$ cat src/rtl/tss_pkg.sv
`timescale 1ns / 1ps

package tss_pkg;

	localparam int unsigned TEXTURE_WORDS = 16384;
	localparam int unsigned SPAN_PIXELS = 8;
	localparam int TEX_AW = $clog2(TEXTURE_WORDS);
	localparam int CNT_W = $clog2(SPAN_PIXELS);
	localparam int IDX_W = 14;

	localparam logic [IDX_W-1:0] UMASK_64 = 14'h003F;
	localparam logic [IDX_W-1:0] UMASK_128 = 14'h007F;
	localparam logic [IDX_W-1:0] VMASK_64 = 14'h0FC0;
	localparam logic [IDX_W-1:0] VMASK_128 = 14'h3F80;

	typedef enum logic {
		OP_LOAD = 1'b0,
		OP_DRAW = 1'b1
	} op_t;

	typedef enum logic {
		SIZE_64 = 1'b0,
		SIZE_128 = 1'b1
	} size_mode_t;

	typedef struct packed {
		op_t op;
		logic [13:0] texel_address;
		logic [31:0] texel_data;
		logic [19:0] dest_offset;
		logic signed [31:0] u_start;
		logic signed [31:0] v_start;
		logic signed [31:0] u_step;
		logic signed [31:0] v_step;
		logic [7:0] shade;
		logic transparent;
	} req_t;

	typedef struct packed {
		logic [19:0] pixel_address;
		logic [31:0] color;
		logic write_enable;
		logic last;
	} pix_t;

	typedef struct packed {
		logic load;
		logic [IDX_W-1:0] addr;
		logic in_range;
		logic [31:0] wdata;
		logic [19:0] pixel_address;
		logic [7:0] shade;
		logic transparent;
		logic last;
	} s1_t;

	typedef struct packed {
		logic in_range;
		logic [19:0] pixel_address;
		logic [7:0] shade;
		logic transparent;
		logic last;
	} s2_t;

endpackage

$ cat src/rtl/tss_if.sv
`timescale 1ns / 1ps

interface tss_req_if;
	logic valid;
	logic ready;
	tss_pkg::req_t data;

	modport source(output valid, output data, input ready);
	modport sink(input valid, input data, output ready);
endinterface


$ cat src/rtl/tss_span_walker.sv
`timescale 1ns / 1ps

module tss_span_walker (
	input logic clk,
	input logic arst_n,
	input logic en,
	input logic cfg_we,
	input logic cfg_wdata,
	tss_req_if.sink request,
	output logic valid_s1,
	output tss_pkg::s1_t s1
);
	import tss_pkg::*;

	size_mode_t mode_q;
	logic busy_q;
	logic load_q;
	logic [CNT_W-1:0] cnt_q;
	logic [31:0] u_q;
	logic [31:0] v_q;
	logic [31:0] ustep_q;
	logic [31:0] vstep_q;
	logic [19:0] dest_q;
	logic [7:0] shade_q;
	logic transp_q;
	logic [13:0] taddr_q;
	logic [31:0] tdata_q;

	logic done;
	logic take;
	logic [IDX_W-1:0] uidx;
	logic [IDX_W-1:0] vidx;
	logic [IDX_W-1:0] idx;
	logic [IDX_W-1:0] addr;

	assign done = load_q || (cnt_q == CNT_W'(SPAN_PIXELS - 1));
	assign request.ready = en && (!busy_q || done);
	assign take = request.valid && request.ready;

	always_comb begin
		if (mode_q == SIZE_128) begin
			uidx = u_q[IDX_W+6:7] & UMASK_128;
			vidx = v_q[IDX_W-1:0] & VMASK_128;
		end else begin
			uidx = u_q[IDX_W+5:6] & UMASK_64;
			vidx = v_q[IDX_W-1:0] & VMASK_64;
		end
		idx = uidx + vidx;
		addr = load_q ? taddr_q : idx;
	end

	always_ff @(posedge clk or negedge arst_n) begin
		if (!arst_n) begin
			mode_q <= SIZE_128;
			busy_q <= 1'b0;
			load_q <= 1'b0;
			cnt_q <= '0;
			valid_s1 <= 1'b0;
		end else begin
			if (cfg_we) begin
				mode_q <= size_mode_t'(cfg_wdata);
			end
			if (en) begin
				valid_s1 <= busy_q;
				if (busy_q) begin
					cnt_q <= cnt_q + 1'b1;
					if (done) begin
						busy_q <= 1'b0;
					end
				end
				if (take) begin
					busy_q <= 1'b1;
					load_q <= (request.data.op == OP_LOAD);
					cnt_q <= '0;
				end
			end
		end
	end

	always_ff @(posedge clk) begin
		if (en) begin
			s1.load <= load_q;
			s1.addr <= addr;
			s1.in_range <= 32'(addr) < TEXTURE_WORDS;
			s1.wdata <= tdata_q;
			s1.pixel_address <= dest_q;
			s1.shade <= shade_q;
			s1.transparent <= transp_q;
			s1.last <= !load_q && done;
			u_q <= u_q + ustep_q;
			v_q <= v_q + vstep_q;
			dest_q <= dest_q + 20'd1;
			if (take) begin
				u_q <= request.data.u_start;
				v_q <= request.data.v_start;
				ustep_q <= request.data.u_step;
				vstep_q <= request.data.v_step;
				dest_q <= request.data.dest_offset;
				shade_q <= request.data.shade;
				transp_q <= request.data.transparent;
				taddr_q <= request.data.texel_address;
				tdata_q <= request.data.texel_data;
			end
		end
	end

endmodule

$ cat src/flat_wrapper.sv
// flat-port wrapper written by rule: the top's interface ports become plain ports
module tss_span_walker_flat import tss_pkg::*;
  (clk, arst_n, en, cfg_we, cfg_wdata, valid_s1, s1, request_valid, request_data, request_ready);
  tss_req_if request_i ();
  input logic clk;
  input logic arst_n;
  input logic en;
  input logic cfg_we;
  input logic cfg_wdata;
  output logic valid_s1;
  output tss_pkg::s1_t s1;
  input wire logic [$bits(request_i.valid)-1:0] request_valid;
  input wire logic [$bits(request_i.data)-1:0] request_data;
  output wire logic [$bits(request_i.ready)-1:0] request_ready;
  assign request_i.valid = request_valid;
  assign request_i.data = request_data;
  assign request_ready = request_i.ready;
  tss_span_walker u_core (.clk(clk), .arst_n(arst_n), .en(en), .cfg_we(cfg_we), .cfg_wdata(cfg_wdata), .request(request_i), .valid_s1(valid_s1), .s1(s1));
endmodule
$ cat config.mk
export PLATFORM = sky130hd
export DESIGN_NAME = tss_span_walker_flat
export DESIGN_NICKNAME = d
export VERILOG_FILES = /design/src/rtl/tss_pkg.sv /design/src/rtl/tss_if.sv /design/src/rtl/tss_span_walker.sv /design/src/flat_wrapper.sv
export SDC_FILE = /design/constraint.sdc
export NUM_CORES = 1
export LEC_CHECK = 0
export ABC_CLOCK_PERIOD_IN_PS = 3400
export BUFFER_PORTS_ARGS = -buffer_cell sky130_fd_sc_hd__buf_2
export CAP_MARGIN = 20
export CORE_ASPECT_RATIO = 1.75
export CORE_MARGIN = 10
export CORE_UTILIZATION = 51
export DETAILED_ROUTE_END_ITERATION = 16
export PLACE_DENSITY_LB_ADDON = 0.08
export SETUP_SLACK_MARGIN = 0.4
export SLEW_MARGIN = 30
export SYNTH_ARGS = -nofsm -noshare
export SYNTH_HDL_FRONTEND = slang
export SYNTH_SLANG_ARGS = --single-unit
$ cat constraint.sdc
create_clock -name clk -period 3.4 [get_ports clk]
set_input_delay 0.17 -clock clk [delete_from_list [all_inputs] [get_ports clk]]
set_output_delay 0.17 -clock clk [all_outputs]
set_load 0.01 [all_outputs]
Word level (Yosys, flattened, before mapping)
Index checks and enable logic that the tools add are counted.

Reduce and logical (&&, ||, !) cells: 10. Muxes and demuxes: 11. Shift-type cells: 0. Bitwise gates (word level): 1. Multipliers: 0. Divide/modulo/power cells: 0. Equality and inequality tests: 1. Add/sub/neg operators: 5. $lt $le $gt $ge: 0.

Operators by type and width (count): adder 32 bit (2); 2-to-1 mux 32 bit (2); 2-to-1 mux 14 bit (2); adder 20 x 1 -> 20 bit (second input constant) (1); 2-to-1 mux 20 bit (1); adder 14 bit (1); 2-to-1 mux 7 bit (1); 2-to-1 mux 3 bit (2); AND reduction 2 bit (2); adder 3 x 1 -> 3 bit (second input constant) (1); == test 3 bit (second input constant) (1); logical AND 1 bit (3); 2-to-1 mux 1 bit (3); logical NOT 1 bit (2); logical OR 1 bit (2); nonzero test 2 bit (1); NOT 1 bit (1).

Word-level logic and storage cells: 49. Bits in writable memories: 0. Bits in registers: 287. ROM bits: 0. Memories: 0. Output and inout port bits: 80. Bits in latches: 0.

Depth between registers and ports, before layout
Depth after elaboration: 7. Gate-level depth with buffers: 10. Depth with buffers taken out: 9.

Least setup slack after synthesis
Ideal clock, no wire load.

Path type: reg2reg. From: reg u_core.cnt_q[0]. To: reg u_core.shade_q[0], enable pin. Stages on the path, launching flop included: 9. Period minus slack after synthesis: 2.863 ns. Arrival time: 2.457 ns. Setup slack: 0.537 ns. Cell sequence: dfrtp_1 > ha_1 > ha_1 > nor2_1 > a21boi_2 > nand2_1 > inv_2 > buf_2 > buf_2.

Word-level cells in the longest chain between the ends: 6.

Ends and longest elaborated chain: start: declaration (RTL line tss_span_walker.sv:18) `logic [CNT_W-1:0] cnt_q;`; start signal: assignment (RTL line tss_span_walker.sv:66) `cnt_q <= cnt_q + 1'b1;`; == test 3 bit (RTL line tss_span_walker.sv:36) `assign done = load_q || (cnt_q == CNT_W'(SPAN_PIXELS - 1));`; logical OR 1 bit (RTL line tss_span_walker.sv:36); logical OR 1 bit (RTL line tss_span_walker.sv:37) `assign request.ready = en && (!busy_q || done);`; logical AND 1 bit (RTL line tss_span_walker.sv:37); via request_ready (RTL line flat_wrapper.sv:14) `output wire logic [$bits(request_i.ready)-1:0] request_ready;`; logical AND 1 bit (RTL line tss_span_walker.sv:38) `assign take = request.valid && request.ready;`; AND reduction 2 bit (no line); end signal: assignment (RTL line tss_span_walker.sv:99) `shade_q <= request.data.shade;`; end: declaration (RTL line tss_span_walker.sv:24) `logic [7:0] shade_q;`.

The timed path passes the listed nets, and every way through them passes these cells. A chain may end at the register's enable or synchronous reset.

Final worst setup path
From: reg u_core.vstep_q[0]. To: reg u_core.v_q[12] (data pin).

Word-level cells in the longest chain between the ends: 2.

Ends and longest elaborated chain: start: declaration (RTL line tss_span_walker.sv:22) `logic [31:0] vstep_q;`; start signal: assignment (RTL line tss_span_walker.sv:97) `vstep_q <= request.data.v_step;`; adder 32 bit (RTL line tss_span_walker.sv:91) `v_q <= v_q + vstep_q;`; 2-to-1 mux 32 bit (RTL line tss_span_walker.sv:93) `if (take) begin`; end signal: assignment (RTL line tss_span_walker.sv:91); end signal: assignment (RTL line tss_span_walker.sv:95) `v_q <= request.data.v_start;`; end: declaration (RTL line tss_span_walker.sv:20) `logic [31:0] v_q;`.

No other way between the ends.

==> impl_metrics.yaml <==
status:
  status: "finished, final reports clean"
timing:
  final.setup.tns_ps: 0
  period_needed_ps: 2481
  tightest_slew_ps: 653.5
  rsz0062_at_grt: "no"
  slew-limit-headroom: 0.5643
  hold_viol: 0
  drv_slew: 0
  fmax_ghz: 0.4031
  setup_violations: 0
  finClkSkew_ps: 5.916
  fin_crit_sh: 0.7296
power_and_ir_drop:
  finalPower_mw: 8.627
  p_leak_nw: 4.760
  ir_worst_vdd_mv: 0.5125
  powerDensity_mw_per_mm2: 712.7
route:
  ant_nets: 0
  wirelength_met1_um: 8338
  route.met3.wl_um: 1433
  met2_length_um: 10870
  first_pass_iters: 4
  initialDrtViolationCount: 375
  drc: 0
  num_vias: 6081
  wl_per_cell_um: 17.65
  wirelength_um: 21040
  viasPerCell: 5.102
  highest_layer: "met4"
clock_tree:
  clk_latency_ps: 480
  cts_setup_buffers: 0
  h-tree-depth: 1
  cts_tree: "done"
  clkSlewWorstSetupHoldPaths_ps: 60
  cts_buffers: 20
  clock-sinks: 215
  post_cts_resize_count: 0
  clockBufferDepth: 3
  clock-root-buffer: "clkbuf_16"
yosys:
  synth_nets: 850
  netlist_area_mm2: 0.008920
  synth_cells: 608
  syn_area_per_cell_um2: 14.67
  synth_edf_count: 208
  async_flop_share: 0.03256
  ys.warnings.count: 0
  ys_types: 54
  synthFlopType: "edfxtp_1"
  ys_ff_latch: 215
  seq_area_frac_synth: 0.7200
setup_path:
  arrival_ps: 2680
  critical_path.startpoint_type: "flip-flop"
  path_max_fanout: 3
  r2r-start: "u_core.vstep_q[0]$_DFFE_PP_"
  endpoint_kind: "flip-flop"
  critPathKind: "flip-flop to flip-flop"
  required_ps: 3600
  rrSetupSlack_ps: 920
  startpoint: "u_core.vstep_q[0]$_DFFE_PP_"
final_layout:
  post-route-util: 0.7077
  drive_gt1_frac: 0.2801
  nets: 1192
  area_growth_pct: 35.71
  n_fill_cell: 1149
floorplanning:
  die_w_um: 120.0
  dieHeight_um: 195.0
  start_util: 0.5215
  die-area_mm2: 0.02339
  core_area_mm2: 0.01711
  std_cell_rows: 63
  io_pins: 290
run:
  cap_violations: 0
placement:
  portBuffers: 216
  dpl.hpwl_um: 14190
  globalplace.congestion: 0.8552
grt:
  grt-ovfl-total: 0
  first_global_vias: 6628
  grt_pass1_wl_um: 33200
  grt_start_max_net_pins: 71
  track_usage: 0.1725
  antenna_found_initial: 1
min_path:
  hold_path_class: "input port to flip-flop"
  min_from: "request_data[141]"
-- logic make-up after synthesis --
family,Yosys count,synth area share
buffers and inverters,30,0.01389
flip-flops,215,0.7200
XOR/XNOR,41,0.04026
multiplexers,13,0.01529
adder cells (fa/ha/maj),32,0.04657
other,2,0.0008419
AND/OR/NAND/NOR,154,0.08080
AO/OA/AOI/OAI,121,0.08234
-- final cells by class --
class	instances	area [µm²]	share of cell area
Sequential cell	215	6422	0.5305
Tap cell	227	284.0	0.02346
Inverter	12	50.05	0.004134
Clock buffer	25	560.5	0.04630
Timing Repair Buffer	338	2306	0.1905
Antenna cell	1	2.502	0.0002067
Multi-Input combinational cell	363	2376	0.1963
Clock inverter	11	103.9	0.008579
-- final timing paths --
kind                                                     to  depth (start not counted)
worst max-delay path               u_core.v_q[12]$_DFFE_PP_                          9
worst min-delay path             u_core.dest_q[4]$_DFFE_PP_                          3
worst max register to register     u_core.v_q[12]$_DFFE_PP_                          9
worst min register to register      u_core.s1[41]$_DFFE_PP_                          0
max in group asynchronous         u_core.mode_q$_DFFE_PN1P_                          2
min in group asynchronous       u_core.valid_s1$_DFFE_PN0P_                          2
-- cells in the final DEF (no fill, tap or decap), types with 11 or more instances in the layout --
cell type and n:
clkbuf_16 21, nand2_1 62, xor2_1 21, ha_1 30, buf_2 215, a21oi_1 35, o21ai_0 44, nand3_1 16
dlygate4sd3_1 116, inv_1 11, nor2_1 35, edfxtp_1 208, xnor2_1 20
-- worst max-delay path: stages (launching register included) --
cell	delay [ps]
edfxtp_1	370
ha_1	230
inv_1	80
fa_1	220
nor2b_1	80
o31a_1	280
o41ai_1	500
o31ai_1	200
xnor2_1	170
a21oi_1	90
-- Yosys cell counts (2+ instances only) --
library cell / instances / area [µm²]
buf_2: 6 / 30.03
o21ai_1: 2 / 10.01
dfrtp_1: 6 / 150.1
or2_2: 2 / 12.51
clkbuf_1: 10 / 37.54
nand2_1: 63 / 236.5
nand4_1: 9 / 56.30
edfxtp_1: 208 / 6246
conb_1: 2 / 7.510
mux2i_1: 8 / 80.08
and3_2: 2 / 15.01
o21bai_1: 6 / 45.04
a21oi_1: 35 / 175.2
inv_1: 11 / 41.29
nor2b_1: 4 / 25.02
nor3_1: 6 / 30.03
o21a_1: 3 / 22.52
a31oi_1: 2 / 12.51
fa_1: 2 / 40.04
and4_1: 3 / 26.28
xnor2_1: 20 / 175.2
o211ai_1: 3 / 22.52
o21ai_0: 44 / 220.2
nand4b_1: 2 / 17.52
ha_1: 30 / 375.4
a211oi_1: 5 / 37.54
nor2_1: 35 / 131.4
mux2_2: 5 / 56.30
and3_1: 3 / 18.77
nand3_1: 16 / 80.08
nand2b_1: 3 / 18.77
a21o_1: 7 / 52.55
o31a_1: 2 / 17.52
xor2_1: 21 / 183.9
o31ai_1: 3 / 22.52
-- registers in the layout, indices dropped and copies added, names as in the netlist --
| signal | cells |
|---|---|
| u_core.u_q | 14 |
| u_core.transp_q | 1 |
| u_core.mode_q | 1 |
| u_core.shade_q | 8 |
| u_core.taddr_q | 14 |
| u_core.cnt_q | 3 |
| u_core.tdata_q | 32 |
| u_core.dest_q | 20 |
| u_core.s1 | 77 |
| u_core.valid_s1 | 1 |
| u_core.load_q | 1 |
| u_core.ustep_q | 14 |
| u_core.v_q | 14 |
| u_core.vstep_q | 14 |
| u_core.busy_q | 1 |
-- metrics by stage --
step / setup slack (ps) / instance area (µm²) / hold slack (ps) / cells
after floorplan: 536.6 / 8920 / -125.6 / 608
after global placement: 982.7 / 10280 / 6.196 / 1039
after detailed placement: 911.6 / 10280 / 6.365 / 1039
after CTS: 877.0 / 12100 / 4.543 / 1191
after global routing: 647.6 / 12110 / 18.10 / 1192
final: 919.5 / 12110 / 13.19 / 1192
-- repair_timing --
action / 4_1_cts / 5_1_grt
endpoints found under the setup margin: 0 / 0
hold buffers: 116 / 0
hold endpoints to repair: 121 / 0
-- where the power goes --
group	internal (mW)	switching, mW	total, mW	leakage (nW)
logic	1.13	1.39	2.52	2.36
registers	3.63	0.255	3.88	2.07
clock network	1.32	0.904	2.22	0.330
total	6.08	2.55	8.63	4.76
-- layer usage --
| metal | GRT usage | vias up |
|---|---|---|
| li1 | - | 2967 |
| met1 | 0.1944 | 2870 |
| met2 | 0.3110 | 217 |
| met3 | 0.04585 | 27 |
| met4 | 0.04606 | 0 |
| met5 | 0 | - |
Power figures use the tool's default switching activity.
