--- src/rtl/tss_pkg.sv ---
`timescale 1ns / 1ps

package tss_pkg;

	localparam int unsigned TEXTURE_WORDS = 16384;
	localparam int unsigned SPAN_PIXELS = 8;
	localparam int TEX_AW = $clog2(TEXTURE_WORDS);
	localparam int CNT_W = $clog2(SPAN_PIXELS);
	localparam int IDX_W = 14;

	localparam logic [IDX_W-1:0] UMASK_64 = 14'h003F;
	localparam logic [IDX_W-1:0] UMASK_128 = 14'h007F;
	localparam logic [IDX_W-1:0] VMASK_64 = 14'h0FC0;
	localparam logic [IDX_W-1:0] VMASK_128 = 14'h3F80;

	typedef enum logic {
		OP_LOAD = 1'b0,
		OP_DRAW = 1'b1
	} op_t;

	typedef enum logic {
		SIZE_64 = 1'b0,
		SIZE_128 = 1'b1
	} size_mode_t;

	typedef struct packed {
		op_t op;
		logic [13:0] texel_address;
		logic [31:0] texel_data;
		logic [19:0] dest_offset;
		logic signed [31:0] u_start;
		logic signed [31:0] v_start;
		logic signed [31:0] u_step;
		logic signed [31:0] v_step;
		logic [7:0] shade;
		logic transparent;
	} req_t;

	typedef struct packed {
		logic [19:0] pixel_address;
		logic [31:0] color;
		logic write_enable;
		logic last;
	} pix_t;

	typedef struct packed {
		logic load;
		logic [IDX_W-1:0] addr;
		logic in_range;
		logic [31:0] wdata;
		logic [19:0] pixel_address;
		logic [7:0] shade;
		logic transparent;
		logic last;
	} s1_t;

	typedef struct packed {
		logic in_range;
		logic [19:0] pixel_address;
		logic [7:0] shade;
		logic transparent;
		logic last;
	} s2_t;

endpackage

--- src/rtl/tss_if.sv ---


interface tss_pix_if;
	logic valid;
	logic ready;
	tss_pkg::pix_t data;

	modport source(output valid, output data, input ready);
	modport sink(input valid, input data, output ready);
endinterface

--- src/rtl/tss_shader.sv ---
`timescale 1ns / 1ps

module tss_shader (
	input logic clk,
	input logic arst_n,
	input logic valid_s2,
	input tss_pkg::s2_t s2,
	input logic [31:0] texel_s2,
	output logic en,
	tss_pix_if.source pixel
);
	import tss_pkg::*;

	logic valid_s3;
	pix_t pix_s3;
	logic [31:0] texel;
	logic [31:0] color;
	logic [15:0] prod [4];

	assign en = !valid_s3 || pixel.ready;
	assign pixel.valid = valid_s3;
	assign pixel.data = pix_s3;
	assign texel = s2.in_range ? texel_s2 : 32'd0;

	always_comb begin
		for (int ch = 0; ch < 4; ch++) begin
			prod[ch] = {8'h00, texel[ch*8 +: 8]} * {8'h00, s2.shade};
			color[ch*8 +: 8] = prod[ch][15:8];
		end
	end

	always_ff @(posedge clk or negedge arst_n) begin
		if (!arst_n) begin
			valid_s3 <= 1'b0;
		end else if (en) begin
			valid_s3 <= valid_s2;
		end
	end

	always_ff @(posedge clk) begin
		if (en) begin
			pix_s3.pixel_address <= s2.pixel_address;
			pix_s3.color <= color;
			pix_s3.write_enable <= !(s2.transparent && (texel == 32'd0));
			pix_s3.last <= s2.last;
		end
	end

endmodule
--- src/flat_wrapper.sv ---
// flat-port wrapper written by rule: the top's interface ports become plain ports
module tss_shader_flat import tss_pkg::*;
  (clk, arst_n, valid_s2, s2, texel_s2, en, pixel_valid, pixel_data, pixel_ready);
  tss_pix_if pixel_i ();
  input logic clk;
  input logic arst_n;
  input logic valid_s2;
  input tss_pkg::s2_t s2;
  input logic [31:0] texel_s2;
  output logic en;
  output wire logic [$bits(pixel_i.valid)-1:0] pixel_valid;
  output wire logic [$bits(pixel_i.data)-1:0] pixel_data;
  input wire logic [$bits(pixel_i.ready)-1:0] pixel_ready;
  assign pixel_valid = pixel_i.valid;
  assign pixel_data = pixel_i.data;
  assign pixel_i.ready = pixel_ready;
  tss_shader u_core (.clk(clk), .arst_n(arst_n), .valid_s2(valid_s2), .s2(s2), .texel_s2(texel_s2), .en(en), .pixel(pixel_i));
endmodule
--- config.mk ---
export PLATFORM = sky130hd
export DESIGN_NAME = tss_shader_flat
export DESIGN_NICKNAME = d
export VERILOG_FILES = /design/src/rtl/tss_pkg.sv /design/src/rtl/tss_if.sv /design/src/rtl/tss_shader.sv /design/src/flat_wrapper.sv
export SDC_FILE = /design/constraint.sdc
export NUM_CORES = 1
export LEC_CHECK = 0
export BUFFER_PORTS_ARGS = -buffer_cell sky130_fd_sc_hd__buf_2
export CAP_MARGIN = 20
export CORE_MARGIN = 5
export CORE_UTILIZATION = 35
export DETAILED_ROUTE_END_ITERATION = 7
export PLACE_DENSITY = 0.49
export SYNTH_ARGS = -nofsm -noshare
export SYNTH_HDL_FRONTEND = slang
export SYNTH_SLANG_ARGS = --single-unit
export TNS_END_PERCENT = 1
--- constraint.sdc ---
create_clock -name clk -period 5.3 [get_ports clk]
set_clock_uncertainty 0.1 [all_clocks]
set_input_delay 1.06 -clock clk [delete_from_list [all_inputs] [get_ports clk]]
set_output_delay 1.06 -clock clk [all_outputs]
set_load 0.03 [all_outputs]
==> Word-level counts from Yosys, hierarchy flattened <==
Cells that the tools add are included.
{ "totals": {"reg_bits": 55, "output_inout_bits": 56} }
{ "classes": {"n_reduce_logical": 5, "mul": 4, "muxes": 1} }
{ "op_table": {"columns": ["op", "count"], "rows": [
  ["$mul 8x8->16", 4],
  ["$logic_not 32->1", 1],
  ["$mux 32", 1],
  ["$logic_not 1->1", 2],
  ["$logic_and 1x1->1", 1],
  ["$logic_or 1x1->1", 1]
]} }

==> Longest topological paths before layout <==
Gate-level depths: netlist of the first run.
{ "logic_depth": {"word_depth": 4, "ltp_mapped": 18, "depth_no_buf": 16} }

==> Worst setup path before layout of the first run <==
Ideal clock, no wire load.
{ "synth_path": {"path_kind": "input-to-reg", "startpoint": "input port s2[30] (netlist name)", "endpoint": "register u_core.pix_s3 (netlist bit u_core.pixel.data[30]), data pin", "path_buffers": 3, "setup_ps": 260, "stages": 18, "path_slack_ps": -457, "t_arrival_ps": 5397, "path_cell_list": "clkbuf_1 clkbuf_1 clkbuf_1 nand3_1 fa_1 fa_1 inv_1 fa_1 inv_1 fa_1 inv_1 ha_1 a2111o_1 a21oi_1 a21oi_1 or2_2 a21oi_1 xnor2_1"} }
{ "synth_between": {"elab_chain_len": 2} }
{ "synth_lines": {"columns": ["element", "line_no", "rtl"], "rows": [
  ["from (decl)", "flat_wrapper.sv:8", "input tss_pkg::s2_t s2;"],
  ["$mux 32", "tss_shader.sv:23", "assign texel = s2.in_range ? texel_s2 : 32'd0;"],
  ["$mul 8x8->16", "tss_shader.sv:27", "prod[ch] = {8'h00, texel[ch*8 +: 8]} * {8'h00, s2.shade};"],
  ["via u_core.color[28]", "tss_shader.sv:17", "logic [31:0] color;"],
  ["to (decl)", "tss_shader.sv:15", "pix_t pix_s3;"]
]} }
The timed path passes the listed nets, and every way through them passes these cells.
A chain may end at the register's enable or synchronous reset.

==> Final worst setup path of the first run <==
{ "layout_path": {"startpoint": "input port s2[30] (netlist name)", "endpoint": "register u_core.pix_s3 (netlist bit u_core.pixel.data[8]), data pin"} }
Same word-level chain as after synthesis.

==> qor.txt, run 1 <==
Uppermost layer routed: met5
Die height: 175 µm
Worst Path Required: 5.35 ns
Buffers on Ports: 122
Top-level port count: 123
Vias in the first global route: 8,034
Post-route ant nets: 0
1st-pass router iterations: 5
Crit path cell chain: buf_6 -> buf_12 -> buf_4 -> and3_1 -> fa_1 -> fa_1 -> fa_1 -> fa_1 -> ha_1 -> o21ai_1 -> or4_4 -> o221ai_4 -> a41o_1 -> buf_4 -> xor2_1
Post-Route WL: 24,200 µm
YS warnings: 0
Pleak: 6.74 nW
H-tree levels: 2
Register bit total from synthesis: 55
CTS Sinks: 55
Post-synth EDFFs: 54
Drc violations: 0
Critical path class: input port to register
RD Place Congestion: 0.801
Area growth, synth to finish: 23.2%
DR iter-0 viols: 301
Share of the synthesized area in the top cell type: 29.5%
Total GRT Usage: 16.3%
Setup_tns: 0 ns
# diodes: 0
Max-Cap Viols: 0
Grt total ovfl: 0
Mean post-synth cell area: 10.1 µm²
Reg clk slew, reported paths: 0.08 ns
Met3 Wirelength: 1290 µm
CTS tree: built
Rel. slew slack: 65.5%
Die ar.: 30,600 µm²
Tcrit/Tclk final: 96.9%
Clock network fraction of total power: 15.6%
Synth area leader: fa_1
Share of post-route cells with drive strength above 1: 25.5%
Worst R2R Path Depth: 2
Min cycle time layout: 5.14 ns
Slowest-stage cell, CP: fa_1
F_max: 195 MHz
Largest net degree at the start of global routing: 39
Util after Layout: 43.6%
Most used cell, CP: fa_1
Met2 wire length: 11,600 µm
Maximum clock path buffer count: 2
Routed WL per cell: 16.2 µm
R2R Path End: u_core.pixel.data[41]$_DFFE_PP_
Initial antenna violation count: 1
Yosys cell types: 52
Critical Path End Type: register
Mapped Nets: 1,280
Post-CTS setup buffers: 0
Part of the power in registers: 25.7%
Final WS setup: 0.163 ns
Vias: 7,533
RSZ-0062 raised after global routing: true
Clock latency on the worst-skew pair: 0.31 ns
Syn Std Cell Area: 9510 µm²
Reg-to-reg slack, setup: 3.58 ns
Synth top area cells: fa_1 29%, ha_1 17%, edfxtp_1 17%, and3_1 13%, inv_1 6.2%
Pre-CTS WS: -0.389 ns
Rows: 60
Tot Pwr: 2.43 mW
Switching pwr: 1.03 mW
Starting Density: 35.4%
Core footprint: 26,900 µm²
R2R Path Start: u_core.pixel.valid$_DFFE_PN0P_
Post-Synthesis Cells: 941
CP arrival: 5.19 ns
Largest stage delay on the critical path: 0.58 ns
Status: completed
Share of total power in combinational logic: 58.7%
CP delay by family, top: adder cells
Via density: 5.03
Slew Limit Fails: 0
Post-cts hold buffer count: 0
First-pass GRT wire length: 41,000 µm
Main synth FF type: edfxtp_1
Post-DP HPWL: 19,600 µm
Count leader, synth: and3_1
CP startpoint kind: input port
Worst-margin pin slew: 0.513 ns
Crit-path max FO: 35
Die X: 175 µm
Root Driver: clkbuf_16
Worst path buffer plus inverter count: 4
Ys async rst share: 1.82%
Worst hold margin: 0.403 ns
Setup violators final: 0
Final Hold Vio Count: 0
Sequential fraction of the synthesis area: 17.3%
Wire length on met1: 11,200 µm
Worst Hold Class: input port to async pin
Total CTS buffers: 5
Pint: 1.39 mW
PD cells: 207 nW/µm²
Nets: 1,494
Switching Share: 42.6%
Worst VDD drop: 0.132 mV
Synth cell count leaders: 190 x and3_1, 156 x inv_1, 140 x fa_1, 132 x ha_1, 54 x edfxtp_1
registers in the layout (all words and copies together) (netlist names):
| name | count |
|---|---|
| u_core.pixel.data | 54 |
| u_core.pixel.valid | 1 |
worst register-to-register path: stages, from the launching register on:
cell	delay (ns)
dfrtp_1	0.42
nand2b_4	0.31
buf_4	0.51
cell usage in the layout (no fill, tap or decap), types with 3 or more instances in the layout:
master	n
inv_1	156
and3_1	190
buf_4	125
ha_1	132
a31oi_1	3
xor2_1	10
edfxtp_1	54
clkbuf_16	5
buf_2	119
nand4_1	5
a21oi_2	4
nand3_1	50
a21o_1	11
o21ai_1	4
xnor2_1	26
o21a_1	3
nor4_1	8
a21oi_1	14
o21ai_0	4
nor3_1	3
buf_6	4
buf_12	8
fa_1	139
nor2_1	14
nand2b_1	3
nand2_1	13
and3_2	6
worst max path at each step:
stage / slack [ns] / end / start / cells past startpoint
CTS: 0.04 / u_core.pixel.data[8]$_DFFE_PP_ / s2[30] / 15
floorplan: -0.06 / u_core.pixel.data[9]$_DFFE_PP_ / s2[30] / 16
global route: -0.01 / u_core.pixel.data[25]$_DFFE_PP_ / s2[5] / 19
detailed placement: -0.39 / u_core.pixel.data[7]$_DFFE_PP_ / s2[30] / 17
finish: 0.16 / u_core.pixel.data[8]$_DFFE_PP_ / s2[30] / 15
global placement: -0.36 / u_core.pixel.data[7]$_DFFE_PP_ / s2[30] / 17
area by class of cell:
class / instances / area (µm²)
flip-flops and latches: 55 / 1650
inverters: 157 / 589
clock buffers: 5 / 125
fillers: 2706 / 15200
clock inverters: 3 / 28.8
well taps: 341 / 427
repair buffers: 257 / 1750
multi-input cells: 679 / 7150
metrics by stage:
step / cell area (µm²) / cells
2_1_floorplan: 9560 / 941
3_3_place_gp: 11500 / 1489
3_5_place_dp: 11500 / 1489
4_1_cts: 11700 / 1497
5_1_grt: 11700 / 1497
6_report: 11700 / 1497
cells by family after synthesis:
family                   count (synthesis)  synth area share, %
AO/OA/AOI/OAI                           61                 4.90
XOR/XNOR                                36                 3.32
adder cells (fa/ha/maj)                272                 46.9
buffers and inverters                  207                 8.17
flip-flops                              55                 17.3
AND/OR/NAND/NOR                        310                 19.4
power groups by stage:
| stage | registers, mW | logic, mW | clock network, mW |
|---|---|---|---|
| after floorplan | 0.834 | 0.725 | 0 |
| after global placement | 0.636 | 1.42 | 0 |
| after detailed placement | 0.637 | 1.43 | 0 |
| after CTS | 0.627 | 1.44 | 0.404 |
| after global routing | 0.634 | 1.62 | 0.423 |
| final | 0.624 | 1.43 | 0.379 |
repair_timing:
action / CTS / global route
pin swaps: 0 / 3
endpoints found under the setup margin: 1 / 16
gates resized for setup: 1 / 15
per-layer routing:
metal,track usage (%),vias to the layer above
met5,0,-
met4,2.13,2
met3,3.07,7
met2,28.0,153
met1,22.2,3744
li1,-,3627
Power figures use the tool's default switching activity.
==> run 2, diff against run 1 <==
--- a/config.mk
+++ b/config.mk
@@ -8,9 +8,9 @@
 export BUFFER_PORTS_ARGS = -buffer_cell sky130_fd_sc_hd__buf_2
 export CAP_MARGIN = 20
 export CORE_MARGIN = 5
-export CORE_UTILIZATION = 35
+export CORE_UTILIZATION = 30
 export DETAILED_ROUTE_END_ITERATION = 7
-export PLACE_DENSITY = 0.49
+export PLACE_DENSITY = 0.43
 export SYNTH_ARGS = -nofsm -noshare
 export SYNTH_HDL_FRONTEND = slang
 export SYNTH_SLANG_ARGS = --single-unit
==> constraint.sdc (replaced) <==
create_clock -name clk -period 5.3 [get_ports clk]
set_clock_uncertainty 0.1 [all_clocks]
set_input_delay 0.265 -clock clk [delete_from_list [all_inputs] [get_ports clk]]
set_output_delay 0.265 -clock clk [all_outputs]
set_load 0.03 [all_outputs]
==> run 2 against run 1 <==
  * Sequential share of layout area up 1.2 points
  * Final area shrank 8.0%
  * Core utilization fell by 9.3 points
  * Combinational power is 13% lower
  * Clock power is essentially flat
  * Final cell count shrank 3.7%
==> qor.txt, run 2 (synthesized netlist as in run 1, its figures left out) <==
Status: completed
CTS tree: built
Rows: 65
Maximum clock path buffer count: 2
Worst Path Required: 5.28 ns
First-pass GRT wire length: 40,600 µm
Rel. slew slack: 43.6%
Grt total ovfl: 0
Top-level port count: 123
Fin area: 10,800 µm²
Vias in the first global route: 7,823
Die ar.: 35,300 µm²
CP startpoint: s2[30]
Pleak: 6.12 nW
Post-route ant nets: 0
Die height: 188 µm
Post-CTS setup buffers: 0
Starting Density: 30.3%
R2R Path Start: u_core.pixel.valid$_DFFE_PN0P_
Critical Path End Type: register
Root Driver: clkbuf_16
PD cells: 209 nW/µm²
Worst VDD drop: 0.127 mV
Core footprint: 31,400 µm²
CP arrival: 4.67 ns
Post-Route WL: 23,800 µm
Tcrit/Tclk final: 88.5%
Most frequent cells in the layout: 190 x and3_1, 156 x inv_1, 140 x fa_1
1st-pass router iterations: 4
Final Hold Vio Count: 0
Placed Area: 10,600 µm²
H-tree levels: 2
CTS Sinks: 55
RSZ-0062 raised after global routing: false
Drc violations: 0
Max-Cap Viols: 0
Min cycle time layout: 4.69 ns
Post-DP HPWL: 18,200 µm
F_max: 213 MHz
Vias: 7,125
CP startpoint kind: input port
# diodes: 0
Setup_tns: 0 ns
Routed WL per cell: 16.5 µm
Share of post-route cells with drive strength above 1: 16.3%
Largest net degree at the start of global routing: 72
Most common cell after layout, fill and taps aside: and3_1
Die X: 188 µm
Setup violators final: 0
Hold_sp: s2[18]
Initial antenna violation count: 0
Nets: 1,378
Post-CTS sizing: 0
Clock latency on the worst-skew pair: 0.31 ns
Critical path class: input port to register
RD Place Congestion: 0.735
Buffers on Ports: 122
Fill cell count: 3,253
Crit-path max FO: 35
Via density: 4.94
Total CTS buffers: 5
Tot Pwr: 2.26 mW
Worst-margin pin slew: 0.846 ns
Worst Hold Class: input port to register
Reg clk slew, reported paths: 0.09 ns
DR iter-0 viols: 278
Total GRT Usage: 13.9%
Number of flip-flops in the largest register: 54
Area growth, synth to finish: 13.3%
Slew Limit Fails: 0
[run 2: cell types whose count changed in the layout (fill, tap and decap cells not counted), moves of 2 or more]
cell / delta
a21oi_1: +3
a21oi_2: -3
buf_12: -6
buf_2: +2
buf_4: -110
buf_6: -4
dlygate4sd3_1: +3
o21ai_0: +2
o21ai_1: -2
[run 2: power breakdown]
part | internal (mW) | switching (mW) | leakage [nW] | total (mW)
Sequential | 0.604 | 0.0210 | 0.564 | 0.625
Clock | 0.182 | 0.198 | 0.0759 | 0.380
Combinational | 0.470 | 0.780 | 5.48 | 1.25
Total | 1.26 | 0.999 | 6.12 | 2.26
[run 2: worst max-delay path, cell delays in order]
cell and delay (ns):
buf_4 0.27, buf_4 0.34, and3_1 0.23, fa_1 0.45
fa_1 0.51, fa_1 0.49, inv_1 0.05, fa_1 0.48
inv_1 0.04, ha_1 0.31, a21oi_1 0.14, o21ai_0 0.19
a221oi_4 0.40, o21ai_2 0.13, a221oi_2 0.27, xnor2_1 0.09
[run 2: area by class of cell]
type	instances	area [µm²]	share of cell area, %
clock inverter	3	28.8	0.267
multi-input combinational	679	7090	65.8
inverter	157	589	5.47
timing repair buffer	141	788	7.32
sequential	55	1650	15.3
tap	402	503	4.67
clock buffer	5	125	1.16
[run 2: per-stage QoR]
| stage | hold slack, ns | cells | utilization (%) | setup slack, ns |
|---|---|---|---|---|
| after global placement | -0.0596 | 1431 | 33.7 | 0.258 |
| final | 0.0213 | 1442 | 34.3 | 0.610 |
| after CTS | 0.00132 | 1442 | 34.3 | 0.582 |
| after floorplan | -0.131 | 941 | - | 0.338 |
| after global routing | 0.00293 | 1442 | 34.3 | 0.384 |
| after detailed placement | -0.0569 | 1431 | 33.7 | 0.237 |
[run 2: layer usage]
layer,vias to the layer above,track usage (%),wire length (µm)
met5,-,0,0
met4,0,2.03,159
met3,5,1.88,879
met2,124,24.0,11600
met1,3611,19.1,11200
li1,3385,-,-
[run 2: final timing paths]
kind	to	slack [ns]	depth (start not counted)
worst max-delay path	u_core.pixel.data[17]$_DFFE_PP_	0.61	16
worst min-delay path	u_core.pixel.data[42]$_DFFE_PP_	0.02	1
worst max register to register	u_core.pixel.data[26]$_DFFE_PP_	3.77	1
worst min register to register	u_core.pixel.valid$_DFFE_PN0P_	1.02	2
max in group asynchronous	u_core.pixel.valid$_DFFE_PN0P_	4.85	2
min in group asynchronous	u_core.pixel.valid$_DFFE_PN0P_	0.17	2
[run 2: timing repair]
action | CTS | global route
hold endpoints to repair | 3 | 0
setup endpoints to repair | 0 | 0
hold buffers | 3 | 0
==> run 3, diff against run 2 <==
--- a/config.mk
+++ b/config.mk
@@ -5,12 +5,13 @@
 export SDC_FILE = /design/constraint.sdc
 export NUM_CORES = 1
 export LEC_CHECK = 0
+export ABC_AREA = 1
 export BUFFER_PORTS_ARGS = -buffer_cell sky130_fd_sc_hd__buf_2
 export CAP_MARGIN = 20
 export CORE_MARGIN = 5
 export CORE_UTILIZATION = 30
 export DETAILED_ROUTE_END_ITERATION = 7
-export PLACE_DENSITY = 0.43
+export PLACE_DENSITY_LB_ADDON = 0.15
 export SYNTH_ARGS = -nofsm -noshare
 export SYNTH_HDL_FRONTEND = slang
 export SYNTH_SLANG_ARGS = --single-unit
==> run 3 against run 2 <==
  * Clock power hardly changed
  * Synthesized area grew 4.0%
  * Critical path depth rose by 1
  * Total power is 6.4% higher
  * Final area up 4.2%
  * Hold slack got worse by 0.0042 ns
  * First-iteration DRC count is 35% higher
  * Via count up 16%
  * Critical endpoint is now u_core.pixel.data[25]$_DFFE_PP_
  * Largest cell class unchanged
==> qor.txt, run 3 <==
Pleak: 6.34 nW
Core footprint: 32,500 µm²
Slew Limit Fails: 0
R2R Path Start: u_core.pixel.valid$_DFFE_PN0P_
Clock latency on the worst-skew pair: 0.32 ns
Reg clk slew, reported paths: 0.09 ns
Main synth FF type: edfxtp_1
Rows: 66
GR Layer Usage met2: 24.9%
Worst Path Required: 5.29 ns
Crit-path max FO: 20
Worst R2R Path Depth: 2
Die height: 192 µm
Buffers on Ports: 122
Top-level port count: 123
Yosys cell types: 30
Area growth, synth to finish: 13.6%
Vias in the first global route: 8,662
Die ar.: 36,700 µm²
Post-synth EDFFs: 54
Number of flip-flops in the largest register: 54
Setup_tns: 0 ns
CTS tree: built
Worst VDD drop: 0.126 mV
Drc violations: 0
Placed Area: 11,000 µm²
Post-Synthesis Cells: 1,232
Fin area: 11,200 µm²
Worst-margin pin slew: 0.840 ns
Synth cell count leaders: 242 x inv_1, 238 x nor2_1, 223 x nand2_1, 140 x fa_1, 132 x ha_1
Endpoint, Worst Hold: u_core.pixel.data[49]$_DFFE_PP_
YS warnings: 0
CP startpoint kind: input port
F_max: 229 MHz
Syn Std Cell Area: 9880 µm²
Hold_sp: s2[25]
DR iter-0 viols: 374
Met3 usage: 2.05%
Share of post-route cells with drive strength above 1: 11.2%
Count leader, synth: inv_1
Post-route ant nets: 0
Initial antenna violation count: 1
Final Hold Vio Count: 0
Die X: 192 µm
Mapped Nets: 1,571
Via density: 4.61
H-tree levels: 2
Tot Pwr: 2.40 mW
Util after Layout: 34.5%
Post-DP HPWL: 21,600 µm
RD Place Congestion: 0.838
Critical path class: input port to register
PD cells: 214 nW/µm²
Mean post-synth cell area: 8.02 µm²
Root Driver: clkbuf_16
Starting Density: 30.4%
Worst hold margin: 0.0171 ns
Register bit total from synthesis: 55
Synth area leader: fa_1
Max-Cap Viols: 0
CTS Sinks: 55
Sequential fraction of the synthesis area: 16.7%
Most frequent cells in the layout: 242 x inv_1, 238 x nor2_1, 222 x nand2_1
Worst Hold Class: input port to register
Post-Route WL: 26,300 µm
Maximum clock path buffer count: 2
Tcrit/Tclk final: 82.4%
Status: completed
Ys async rst share: 1.82%
Total GRT Usage: 14.7%
GR peak layer: met2
Rel. slew slack: 43.8%
Setup violators final: 0
Critical Path End Type: register
Synth top area cells: fa_1 28%, ha_1 17%, edfxtp_1 16%, inv_1 9.2%, nor2_1 9.0%
Share of the synthesized area in the top cell type: 28.4%
Hold Path Depth: 1
Reg-to-reg slack, setup: 3.38 ns
Most common cell after layout, fill and taps aside: inv_1
Total CTS buffers: 5
First-pass GRT wire length: 43,300 µm
Routed WL per cell: 14.7 µm
R2R Path End: u_core.pixel.data[26]$_DFFE_PP_
Vias: 8,287
Nets: 1,692
1st-pass router iterations: 4
Grt total ovfl: 0
CP arrival: 4.36 ns
Min cycle time layout: 4.37 ns
RSZ-0062 raised after global routing: false
# diodes: 0
Largest net degree at the start of global routing: 52
Routing usage on met1: 20.2%
Post-CTS setup buffers: 0
## run 3: cell types whose count changed after synthesis, sizes merged, moves of 5 or more
cell / before / now
nor4: 8 / 2
inv: 157 / 246
a21oi: 18 / 29
nand4: 5 / 10
o21bai: 1 / 6
nor3: 4 / 9
xnor2: 26 / 4
nand3: 50 / 65
nor2: 14 / 240
o21ai: 10 / 16
and3: 197 / 0
clkbuf: 50 / 14
buf: 0 / 10
nand2: 13 / 224
## run 3: logic make-up (layout without fill, tap and decap cells)
logic type / count (synthesis) / after routing / share of synthesized area, %
AO/OA/AOI/OAI: 64 / 64 / 3.76
XOR/XNOR: 18 / 18 / 1.60
adder cells (fa/ha/maj): 272 / 272 / 45.1
buffers and inverters: 271 / 393 / 10.6
flip-flops: 55 / 55 / 16.7
AND/OR/NAND/NOR: 552 / 552 / 22.4
## run 3: timing repair
action / in CTS / in global routing
hold buffers: 4 / 1
endpoints found under the hold margin: 4 / 1
resized for setup: 0 / 0
## run 3: worst max-delay path: stages
cell and delay, ns:
buf_2 0.12, inv_1 0.60, nor2_1 0.16, fa_1 0.57, fa_1 0.43, fa_1 0.49, inv_1 0.05, fa_1 0.47
inv_1 0.04, ha_1 0.34, a21o_1 0.20, a21oi_1 0.22, nor2_1 0.08, nor2_1 0.12, nand2_1 0.07, nand2_1 0.05
nand2_1 0.05
## run 3: stage by stage
step	std cells	setup slack [ns]
CTS	1795	0.940
global route	1796	0.636
global placement	1783	0.597
detailed placement	1783	0.585
finish	1796	0.932
floorplan	1232	1.11
## run 3: per-layer routing
metal	routed length, µm	vias up	share of wire (%)
met2	12600	141	48
li1	-	4049	-
met5	7	-	0.027
met3	1000	18	3.8
met4	442	2	1.7
met1	12300	4077	47
## run 3: worst max-delay path by stage
stage	from	slack [ns]	depth (start not counted)	to
finish	s2[8]	0.93	17	u_core.pixel.data[25]$_DFFE_PP_
global route	s2[8]	0.64	18	u_core.pixel.data[17]$_DFFE_PP_
CTS	s2[8]	0.94	17	u_core.pixel.data[25]$_DFFE_PP_
detailed placement	s2[8]	0.59	17	u_core.pixel.data[25]$_DFFE_PP_
global placement	s2[8]	0.60	17	u_core.pixel.data[25]$_DFFE_PP_
floorplan	s2[30]	1.11	19	u_core.pixel.data[25]$_DFFE_PP_
## run 3: area by class of cell
class / instances / area (µm²)
clock inverters: 3 / 22.5
inverters: 247 / 927
fillers: 3541 / 21300
flip-flops and latches: 55 / 1650
clock buffers: 5 / 125
multi-input cells: 906 / 7200
well taps: 442 / 553
repair buffers: 138 / 756
## run 3: where the power goes
group / switching (mW) / internal, mW / total (mW)
sequential: 0.0202 / 0.603 / 0.623
clock: 0.202 / 0.180 / 0.381
combinational: 0.929 / 0.466 / 1.39
total: 1.15 / 1.25 / 2.40
